--- config.mk ---
export PLATFORM = sky130hd
export DESIGN_NAME = pbtr_ctrl
export DESIGN_NICKNAME = d
export VERILOG_FILES = /design/src/rtl/proportional_bitmap_text_renderer_defines.svh /design/src/rtl/pbtr_pkg.sv /design/src/rtl/pbtr_ctrl.sv
export SDC_FILE = /design/constraint.sdc
export NUM_CORES = 1
export LEC_CHECK = 0
export ABC_AREA = 1
export BUFFER_PORTS_ARGS = -buffer_cell sky130_fd_sc_hd__buf_4
export CAP_MARGIN = 5
export CELL_PAD_IN_SITES_DETAIL_PLACEMENT = 1
export CELL_PAD_IN_SITES_GLOBAL_PLACEMENT = 2
export CORE_ASPECT_RATIO = 0.7
export CORE_UTILIZATION = 20
export CTS_BUF_LIST = sky130_fd_sc_hd__clkbuf_4 sky130_fd_sc_hd__clkbuf_8
export DETAILED_ROUTE_END_ITERATION = 16
export PLACE_DENSITY_LB_ADDON = 0.1
export SYNTH_ARGS = -nofsm -noshare
export SYNTH_HDL_FRONTEND = slang
export SYNTH_SLANG_ARGS = --single-unit
--- constraint.sdc ---
create_clock -name clk_i -period 1.1 [get_ports clk_i]
set_input_delay 0.275 -clock clk_i [delete_from_list [all_inputs] [get_ports clk_i]]
set_output_delay 0.275 -clock clk_i [all_outputs]
set_load 0.02 [all_outputs]
--- src/rtl/proportional_bitmap_text_renderer_defines.svh ---
// Assertion macros for the proportional bitmap text renderer.
// Expects clk_i and rst_ni in the scope where a macro is used.
`ifndef PROPORTIONAL_BITMAP_TEXT_RENDERER_DEFINES_SVH
`define PROPORTIONAL_BITMAP_TEXT_RENDERER_DEFINES_SVH

// Consequent must hold in the same cycle as the antecedent
`define PBTR_ASSERT_IMPLY(label, ante, cons) \
  label: assert property (@(posedge clk_i) disable iff (!rst_ni) (ante) |-> (cons)) \
    else $error("pbtr: same-cycle check failed");

// Consequent must hold in the cycle after the antecedent
`define PBTR_ASSERT_NEXT(label, ante, cons) \
  label: assert property (@(posedge clk_i) disable iff (!rst_ni) (ante) |=> (cons)) \
    else $error("pbtr: next-cycle check failed");

`endif

--- src/rtl/pbtr_pkg.sv ---
// Shared types and constants of the proportional bitmap text renderer.
// No dependencies; used by pbtr_ctrl, pbtr_datapath and the top level.
`default_nettype none

package pbtr_pkg;

  // Default sizes
  localparam int unsigned FontBytesDef = 16384;
  localparam int unsigned MaxRowsDef   = 32;

  // Glyph bitmap starts at this font byte
  localparam int unsigned BitmapBase = 8;

  // Configuration port
  localparam int unsigned CfgIdxW  = 3;
  localparam int unsigned CfgDataW = 16;

  localparam logic [CfgIdxW-1:0] CFG_FIRST_CHAR   = 3'd0;
  localparam logic [CfgIdxW-1:0] CFG_GLYPH_HEIGHT = 3'd1;
  localparam logic [CfgIdxW-1:0] CFG_ROW_STRIDE   = 3'd2;
  localparam logic [CfgIdxW-1:0] CFG_TABLE_OFFSET = 3'd3;
  localparam logic [CfgIdxW-1:0] CFG_TEXT_COLOR   = 3'd4;

  // Request codes
  localparam logic [1:0] REQ_WRITE   = 2'd0;
  localparam logic [1:0] REQ_PEN     = 2'd1;
  localparam logic [1:0] REQ_DRAW    = 2'd2;
  localparam logic [1:0] REQ_MEASURE = 2'd3;

  // Font memory read address select
  typedef enum logic [2:0] {
    RD_TAB_HI,
    RD_TAB_LO,
    RD_ROW0,
    RD_ROW1,
    RD_ROW2
  } rd_sel_e;

  // Controller to datapath commands
  typedef struct packed {
    logic    rd_en;
    rd_sel_e rd_sel;
    logic    cap_hi;
    logic    cap_b0;
    logic    cap_b1;
    logic    load_glyph;
    logic    emit_row;
    logic    emit_space;
    logic    emit_meas;
  } cmd_t;

  // Datapath to controller status
  typedef struct packed {
    logic out_free;
    logic is_measure;
    logic glyph_space;
    logic last_row;
  } sts_t;

endpackage

`default_nettype wire

--- src/rtl/pbtr_ctrl.sv ---
// Sequencer of the proportional bitmap text renderer.
// Depends on pbtr_pkg for the command and status structs.
`default_nettype none

module pbtr_ctrl (
  input  logic               clk_i,
  input  logic               rst_ni,
  input  logic               in_valid_i,
  input  logic [1:0]         req_type_i,
  output logic               in_ready_o,
  input  pbtr_pkg::sts_t     sts_i,
  output pbtr_pkg::cmd_t     cmd_o
);

  localparam logic [3:0] ST_IDLE  = 4'd0;
  localparam logic [3:0] ST_ENT0  = 4'd1;
  localparam logic [3:0] ST_ENT1  = 4'd2;
  localparam logic [3:0] ST_ENT2  = 4'd3;
  localparam logic [3:0] ST_MEAS  = 4'd4;
  localparam logic [3:0] ST_SPACE = 4'd5;
  localparam logic [3:0] ST_RD0   = 4'd6;
  localparam logic [3:0] ST_RD1   = 4'd7;
  localparam logic [3:0] ST_RD2   = 4'd8;
  localparam logic [3:0] ST_EMIT  = 4'd9;

  logic [3:0] state_q, state_d;

  assign in_ready_o = (state_q == ST_IDLE);

  // Next state and command decode
  always_comb begin
    state_d = state_q;
    cmd_o   = '0;
    unique case (state_q)
      ST_IDLE: begin
        if (in_valid_i && (req_type_i == pbtr_pkg::REQ_DRAW ||
                           req_type_i == pbtr_pkg::REQ_MEASURE)) begin
          state_d = ST_ENT0;
        end
      end
      ST_ENT0: begin
        cmd_o.rd_en  = 1'b1;
        cmd_o.rd_sel = pbtr_pkg::RD_TAB_HI;
        state_d      = ST_ENT1;
      end
      ST_ENT1: begin
        cmd_o.cap_hi = 1'b1;
        cmd_o.rd_en  = 1'b1;
        cmd_o.rd_sel = pbtr_pkg::RD_TAB_LO;
        state_d      = ST_ENT2;
      end
      ST_ENT2: begin
        cmd_o.load_glyph = 1'b1;
        if (sts_i.is_measure) begin
          state_d = ST_MEAS;
        end else if (sts_i.glyph_space) begin
          state_d = ST_SPACE;
        end else begin
          state_d = ST_RD0;
        end
      end
      ST_MEAS: begin
        if (sts_i.out_free) begin
          cmd_o.emit_meas = 1'b1;
          state_d         = ST_IDLE;
        end
      end
      ST_SPACE: begin
        if (sts_i.out_free) begin
          cmd_o.emit_space = 1'b1;
          state_d          = ST_IDLE;
        end
      end
      ST_RD0: begin
        cmd_o.rd_en  = 1'b1;
        cmd_o.rd_sel = pbtr_pkg::RD_ROW0;
        state_d      = ST_RD1;
      end
      ST_RD1: begin
        cmd_o.cap_b0 = 1'b1;
        cmd_o.rd_en  = 1'b1;
        cmd_o.rd_sel = pbtr_pkg::RD_ROW1;
        state_d      = ST_RD2;
      end
      ST_RD2: begin
        cmd_o.cap_b1 = 1'b1;
        cmd_o.rd_en  = 1'b1;
        cmd_o.rd_sel = pbtr_pkg::RD_ROW2;
        state_d      = ST_EMIT;
      end
      ST_EMIT: begin
        // Third byte sits in the read register until the row is taken
        if (sts_i.out_free) begin
          cmd_o.emit_row = 1'b1;
          state_d        = sts_i.last_row ? ST_IDLE : ST_RD0;
        end
      end
      default: begin
        state_d = ST_IDLE;
      end
    endcase
  end

  // State register
  always_ff @(posedge clk_i or negedge rst_ni) begin
    if (!rst_ni) begin
      state_q <= ST_IDLE;
    end else begin
      state_q <= state_d;
    end
  end

endmodule

`default_nettype wire

==> metrics.yaml, run 1 <==
dp_hpwl_um: 1290
skew_ns: 0.00502
cts_tree: "built"
violations: "negative setup slack"
die_y_um: 40.0
via_count: 615
synth-seq-cells: 4
routed_wirelength_um: 1760
start_util_pct: 21.7
status: "finished with violations"
worstSetupPathType: "reg2out"
cts.sinks: 4
postSynthCellCount: 63
power_density_nw_per_um2: 2710
grt_use_total_pct: 17.2
nFillCells: 221
routed_via_density: 4.56
critPathMaxFanout: 5
max_cap_viol_count: 0
gp_congestion: 0.703
syn2layout_area_growth_pct: 154
clock.fmax_mhz: 632
drtAntennaViolNets: 0
grt_pass1_vias: 571
report.final.slew_viol_count: 0
min_period_over_period_pct: 144
cts_buffers: 3
grt_setup_unrepaired: "true"
crit_path_end_kind: "output pin"
first_pass_iters: 4
critPathRequiredTime_ns: 0.82
ctsRootBufferMaster: "clkbuf_4"
p_leak_uw: 0.000521
critPathLaunchType: "register"
setup_violations: 16
cp.arrival_ns: 1.31
layout_setup_ws_ns: -0.482
clk_path_buf_depth: 2
drcViolationCount: 0
die_w_um: 56.3
synth_top_cell_area_share_pct: 24.2
synth_nets: 72
grt_overflow: 0
synth.avg_cell_area_um2: 6.55
die_area_um2: 2250
fp.coreArea_um2: 1900
clkTransAtPathRegs_ns: 0.04
slew_headroom_pct: 81.1
synth.cell_area_um2: 413
boundaryPins: 21
portBuffers: 19
ys_seq_area_share_pct: 24.2
yosysTopAreaCell: "dfrtp_1"
place_area_um2: 823
final_common_cell: "buf_4"
worstMarginPinSlew_ns: 0.283
finalHoldViolCount: 0
drtIter0Drc: 6
wire_per_inst_um: 13.0
grt_max_degree: 7
diodes: 0
ir_drop_uv: 1560
yosysWarnings: 0
fin_hold_ws_ns: 0.299
worstSkewPairLatency_ns: 0.25
h-tree-depth: 1
regMostFlops: "state_q"
ys_top_cells_by_area: "dfrtp_1 24%, nand2_1 10%, nand2_2 9.1%"
drive_above_1_share_pct: 79.6
dpl_worst_slack_ns: -0.328
largestRegisters: "state_q (4)"
final_cell_mix: "33 x buf_4, 14 x buf_6, 8 x nand2_1, 6 x nor2_4"
fin_area_um2: 1050
nets: 124
synth.distinct_cells: 19
period_needed_ns: 1.58
largest_reg_flops: 4
worst_hold_path_type: "in2reg"
antenna_found_initial: 0
rows: 13
grt_pass1_wl_um: 2750
==> per-layer routing <==
metal	global-route usage (%)	up-vias	part of all wire (%)
li1	-	302	-
met5	0	-	0
met4	7.32	0	1.7
met1	19.3	292	43
met3	5.16	5	4.2
met2	32.1	16	51
==> per-stage QoR <==
stage | total power, uW | util, % | std cells | TNS (ns)
after floorplan | 1330 | - | 63 | -1.47
after global placement | 2060 | 43.3 | 125 | -3.31
after detailed placement | 2080 | 43.3 | 125 | -3.83
after CTS | 2700 | 52.5 | 135 | -5.76
after global routing | 3040 | 55.0 | 135 | -6.76
final | 2840 | 55.0 | 135 | -5.75
==> Yosys cell counts, drive strengths merged <==
cell	instances
o211ai	1
nand2	17
a21oi	3
buf	2
nor2	11
nor3	3
dfrtp	4
o21ai	2
nand3	5
inv	11
nand3b	1
nor4	1
nand4	2
==> power by group <==
group	switching, uW	leakage (uW)	internal (uW)
Clock	69.1	0.0000138	123
Sequential	144	0.0000461	219
Combinational	1140	0.000461	1140
Total	1350	0.000521	1480
==> worst max-delay path: stages (launching register included) <==
cell and delay (ns):
dfrtp_2 0.42, inv_6 0.07, buf_4 0.14, nor4_4 0.25
buf_4 0.18
==> path summary, 6_finish.rpt <==
kind / startpoint / endpoint / slack, ns / depth (start not counted)
max in group asynchronous: rst_ni / state_q[3]$_DFFE_PN0P_ / 0.61 / 2
min in group asynchronous: rst_ni / state_q[1]$_DFFE_PN0P_ / 0.37 / 2
hold / removal: sts_i[3] / state_q[3]$_DFFE_PN0P_ / 0.30 / 3
setup reg to reg: state_q[3]$_DFFE_PN0P_ / state_q[0]$_DFFE_PN0P_ / -0.21 / 8
setup / recovery: state_q[0]$_DFFE_PN0P_ / cmd_o[1] / -0.48 / 4
hold reg to reg: state_q[0]$_DFFE_PN0P_ / state_q[0]$_DFFE_PN0P_ / 0.67 / 3
==> cell type report <==
class	count	area, um^2	share of cell area (%)
Timing Repair Buffer	49	435	41.6
Inverter	11	58.8	5.62
Sequential cell	4	105	10.0
Tap cell	22	27.5	2.63
Clock buffer	3	22.5	2.15
Multi-Input combinational cell	46	398	38.0
==> logic make-up (layout without fill, tap and decap cells) <==
kind of cell	count (synthesis)	in the layout	synth area share (%)
and+or+nand+nor	40	40	52.4
AOI/OAI and AO/OA	6	6	7.88
DFF	4	4	24.2
buffers and inverters	13	63	15.5
==> repair_timing <==
| item | CTS | global route |
|---|---|---|
| pin swaps | 8 | 4 |
| endpoints found under the setup margin | 16 | 16 |
| hold buffers | 1 | 0 |
| buffers inserted | 6 | 1 |
| resized for setup | 23 | 14 |
| hold endpoints to repair | 4 | 0 |
(Power assumes the default switching activity.)
==> run 2: changes to the inputs <==
- clock period: 1.1 -> 1.45 ns (I/O delays scaled with it)
==> run 2 against run 1 <==
Compared with the run above:
- the run still ends with negative setup slack left
- core utilization is 0.66 points higher
- sequential share of layout area is 0.35 points lower
- non-clock buffer count is 3 higher
- cell area is 1.2% higher
- setup slack better by 0.19 ns
- first-iteration DRC count grew to 4.0 times the previous value
- sequential power is 35% lower
- total power is 23% lower
- global-route usage is 0.33 points higher
- count of clock-buffer cells in the layout stayed put
- critical path depth is 1 higher
- critical endpoint is now cmd_o[10]
==> metrics.yaml, run 2 (same netlist as run 1, synthesis figures left out) <==
status: "finished with violations"  # unchanged
violations: "negative setup slack"  # unchanged
grt_use_total_pct: 17.6  # was 17.2%
crit_path_end_kind: "output pin"  # unchanged
clkTransAtPathRegs_ns: 0.04  # about the same
post-route-util_pct: 55.7  # was 55.0%
grt_pass1_vias: 614  # was 571
fp.coreArea_um2: 1900  # unchanged
path_common_cell: "buf_6"  # was buf_4
period_needed_ns: 1.74
r2r_start: "state_q[2]$_DFFE_PN0P_"  # was state_q[3]$_DFFE_PN0P_
p_leak_uw: 0.000536  # was 0.000521 uW
cp.arrival_ns: 1.37  # was 1.31 ns
syn2layout_area_growth_pct: 157  # was 154%
crit_start: "state_q[2]$_DFFE_PN0P_"  # was state_q[0]$_DFFE_PN0P_
worstSetupPathType: "reg2out"  # unchanged
critPathRequiredTime_ns: 1.09  # was 0.82 ns
placed_cells: 122  # was 125
first_pass_iters: 3  # was 4
routed_via_density: 4.49  # was 4.56
grt_overflow: 0  # unchanged
clk_path_buf_depth: 2  # unchanged
cp_slowest_stage_delay_ns: 0.46  # was 0.42 ns
drive_above_1_share_pct: 75.9  # was 79.6%
grt_max_degree: 6  # was 7
cts_buffers: 3  # unchanged
power_density_nw_per_um2: 2070  # was 2710 nW/um^2
die_area_um2: 2250  # unchanged
worstMarginPinSlew_ns: 0.302  # was 0.283 ns
via_count: 620  # was 615
drcViolationCount: 0  # unchanged
report.final.slew_viol_count: 0  # unchanged
largest_reg_flops: 4  # unchanged
setup_violations: 12  # was 16
clock.fmax_mhz: 576
grt_pass1_wl_um: 2840  # was 2750 um
min_period_over_period_pct: 120
ir_drop_uv: 1170  # was 1560 uV
hold_depth: 2  # was 3
finalHoldViolCount: 0  # unchanged
antenna_found_initial: 0  # unchanged
largestRegisters: "state_q (4)"  # unchanged
combPwrFrac_pct: 82.6  # was 80.4%
dp_hpwl_um: 1150  # was 1290 um
layout_setup_ws_ns: -0.287  # was -0.482 ns
start_util_pct: 21.7  # unchanged
die_w_um: 56.3  # unchanged
ff2ff_path_depth: 10  # was 8
fin_area_um2: 1060  # was 1050 um^2
stdcell_count: 138  # was 135
critPathLaunchType: "register"  # unchanged
portBuffers: 19  # unchanged
slowest_stage: "dfrtp_2"  # unchanged
power_switching_uw: 1010  # was 1350 uW
internal_power_uw: 1180  # was 1480 uW
grt_setup_unrepaired: "true"  # unchanged
h-tree-depth: 1  # unchanged
hold_end: "state_q[3]$_DFFE_PN0P_"  # unchanged
die_y_um: 40.0  # unchanged
final_common_cell: "buf_4"  # unchanged
worst_hold_path_type: "in2reg"  # unchanged
routed_wirelength_um: 1960  # was 1760 um
nets: 127  # was 124
max_cap_viol_count: 0  # unchanged
gp_congestion: 0.715  # was 0.703
r2r_end: "state_q[0]$_DFFE_PN0P_"  # unchanged
crit_chain: "buf_6 > nor3_4 > nor2_2 > nand3_1 > buf_6"  # was inv_6 > buf_4 > nor4_4 > buf_4
tns_ns: -2.37  # was -5.75 ns
pwr-share-clk_pct: 6.6  # was 6.8%
finalPower_uw: 2190  # was 2840 uW
worstSkewPairLatency_ns: 0.24  # was 0.25 ns
hp-start: "sts_i[3]"  # unchanged
place_area_um2: 719  # was 823 um^2
boundaryPins: 21  # unchanged
critPathMaxFanout: 4  # was 5
skew_ns: 0.00554  # was 0.00502 ns
rrSetupSlack_ns: 0.07  # was -0.21 ns
drtIter0Drc: 24  # was 6
drtAntennaViolNets: 0  # unchanged
wire_per_inst_um: 14.2  # was 13.0 um
final_cell_mix: "28 x buf_4, 21 x buf_6, 8 x nand2_1, 7 x nor2_4"  # was 33 x buf_4, 14 x buf_6, 8 x nand2_1, 6 x nor2_4
diodes: 0  # unchanged
rows: 13  # unchanged
ctsRootBufferMaster: "clkbuf_4"  # unchanged
cts_tree: "built"  # unchanged
cts.sinks: 4  # unchanged
slew_headroom_pct: 79.9  # was 81.1%
regMostFlops: "state_q"  # unchanged
p_seq_share_pct: 10.8  # was 12.8%
switching_share_pct: 46.0  # was 47.8%
run 2: cell types whose count changed in the layout (fill, tap and decap cells not counted), sizes merged:
| cell | change |
|---|---|
| buf | +3 |
run 2: through the flow:
stage	setup WS, ns	hold slack [ns]
6_report	-0.287	0.312
5_1_grt	-0.340	0.300
4_1_cts	-0.217	0.314
3_5_place_dp	-0.0716	0.161
3_3_place_gp	-0.0891	0.158
2_1_floorplan	-0.162	0.0669
run 2: final cells by class:
class | instances | area (um^2)
Multi-Input combinational cell | 46 | 364
Sequential cell | 4 | 103
Fill cell | 229 | 843
Clock buffer | 3 | 22.5
Timing Repair Buffer | 52 | 497
Inverter | 11 | 46.3
Tap cell | 22 | 27.5
run 2: worst max path at each step:
stage	end	cells past startpoint	slack, ns
floorplan	cmd_o[10]	6	-0.16
global placement	cmd_o[10]	5	-0.09
detailed placement	cmd_o[10]	5	-0.07
CTS	cmd_o[10]	6	-0.22
global route	cmd_o[10]	5	-0.34
finish	cmd_o[10]	5	-0.29
run 2: what timing repair did:
action,4_1_cts,5_1_grt
setup buffers,9,3
pin swaps,10,8
setup endpoints to repair,12,15
gates resized for setup,34,17
hold buffers,1,0
endpoints found under the hold margin,4,0
run 2: critical path: cells and delay by family, from the launching register on:
family / cells / cell delay [ns]
flops: 1 / 0.46
buf+inv: 2 / 0.27
simple gates: 3 / 0.39
run 2: layer usage:
metal	GRT usage, %	routed length, um
met5	0	0
met2	33.6	1040
met3	4.84	65
met1	21.7	854
met4	0	0
run 2: power by group through the flow:
| stage | combinational, uW | clock (uW) | sequential [uW] |
|---|---|---|---|
| 2_1_floorplan | 649 | 0 | 188 |
| 3_3_place_gp | 1120 | 0 | 221 |
| 3_5_place_dp | 1130 | 0 | 219 |
| 4_1_cts | 1580 | 143 | 226 |
| 5_1_grt | 1940 | 160 | 240 |
| 6_report | 1810 | 145 | 236 |
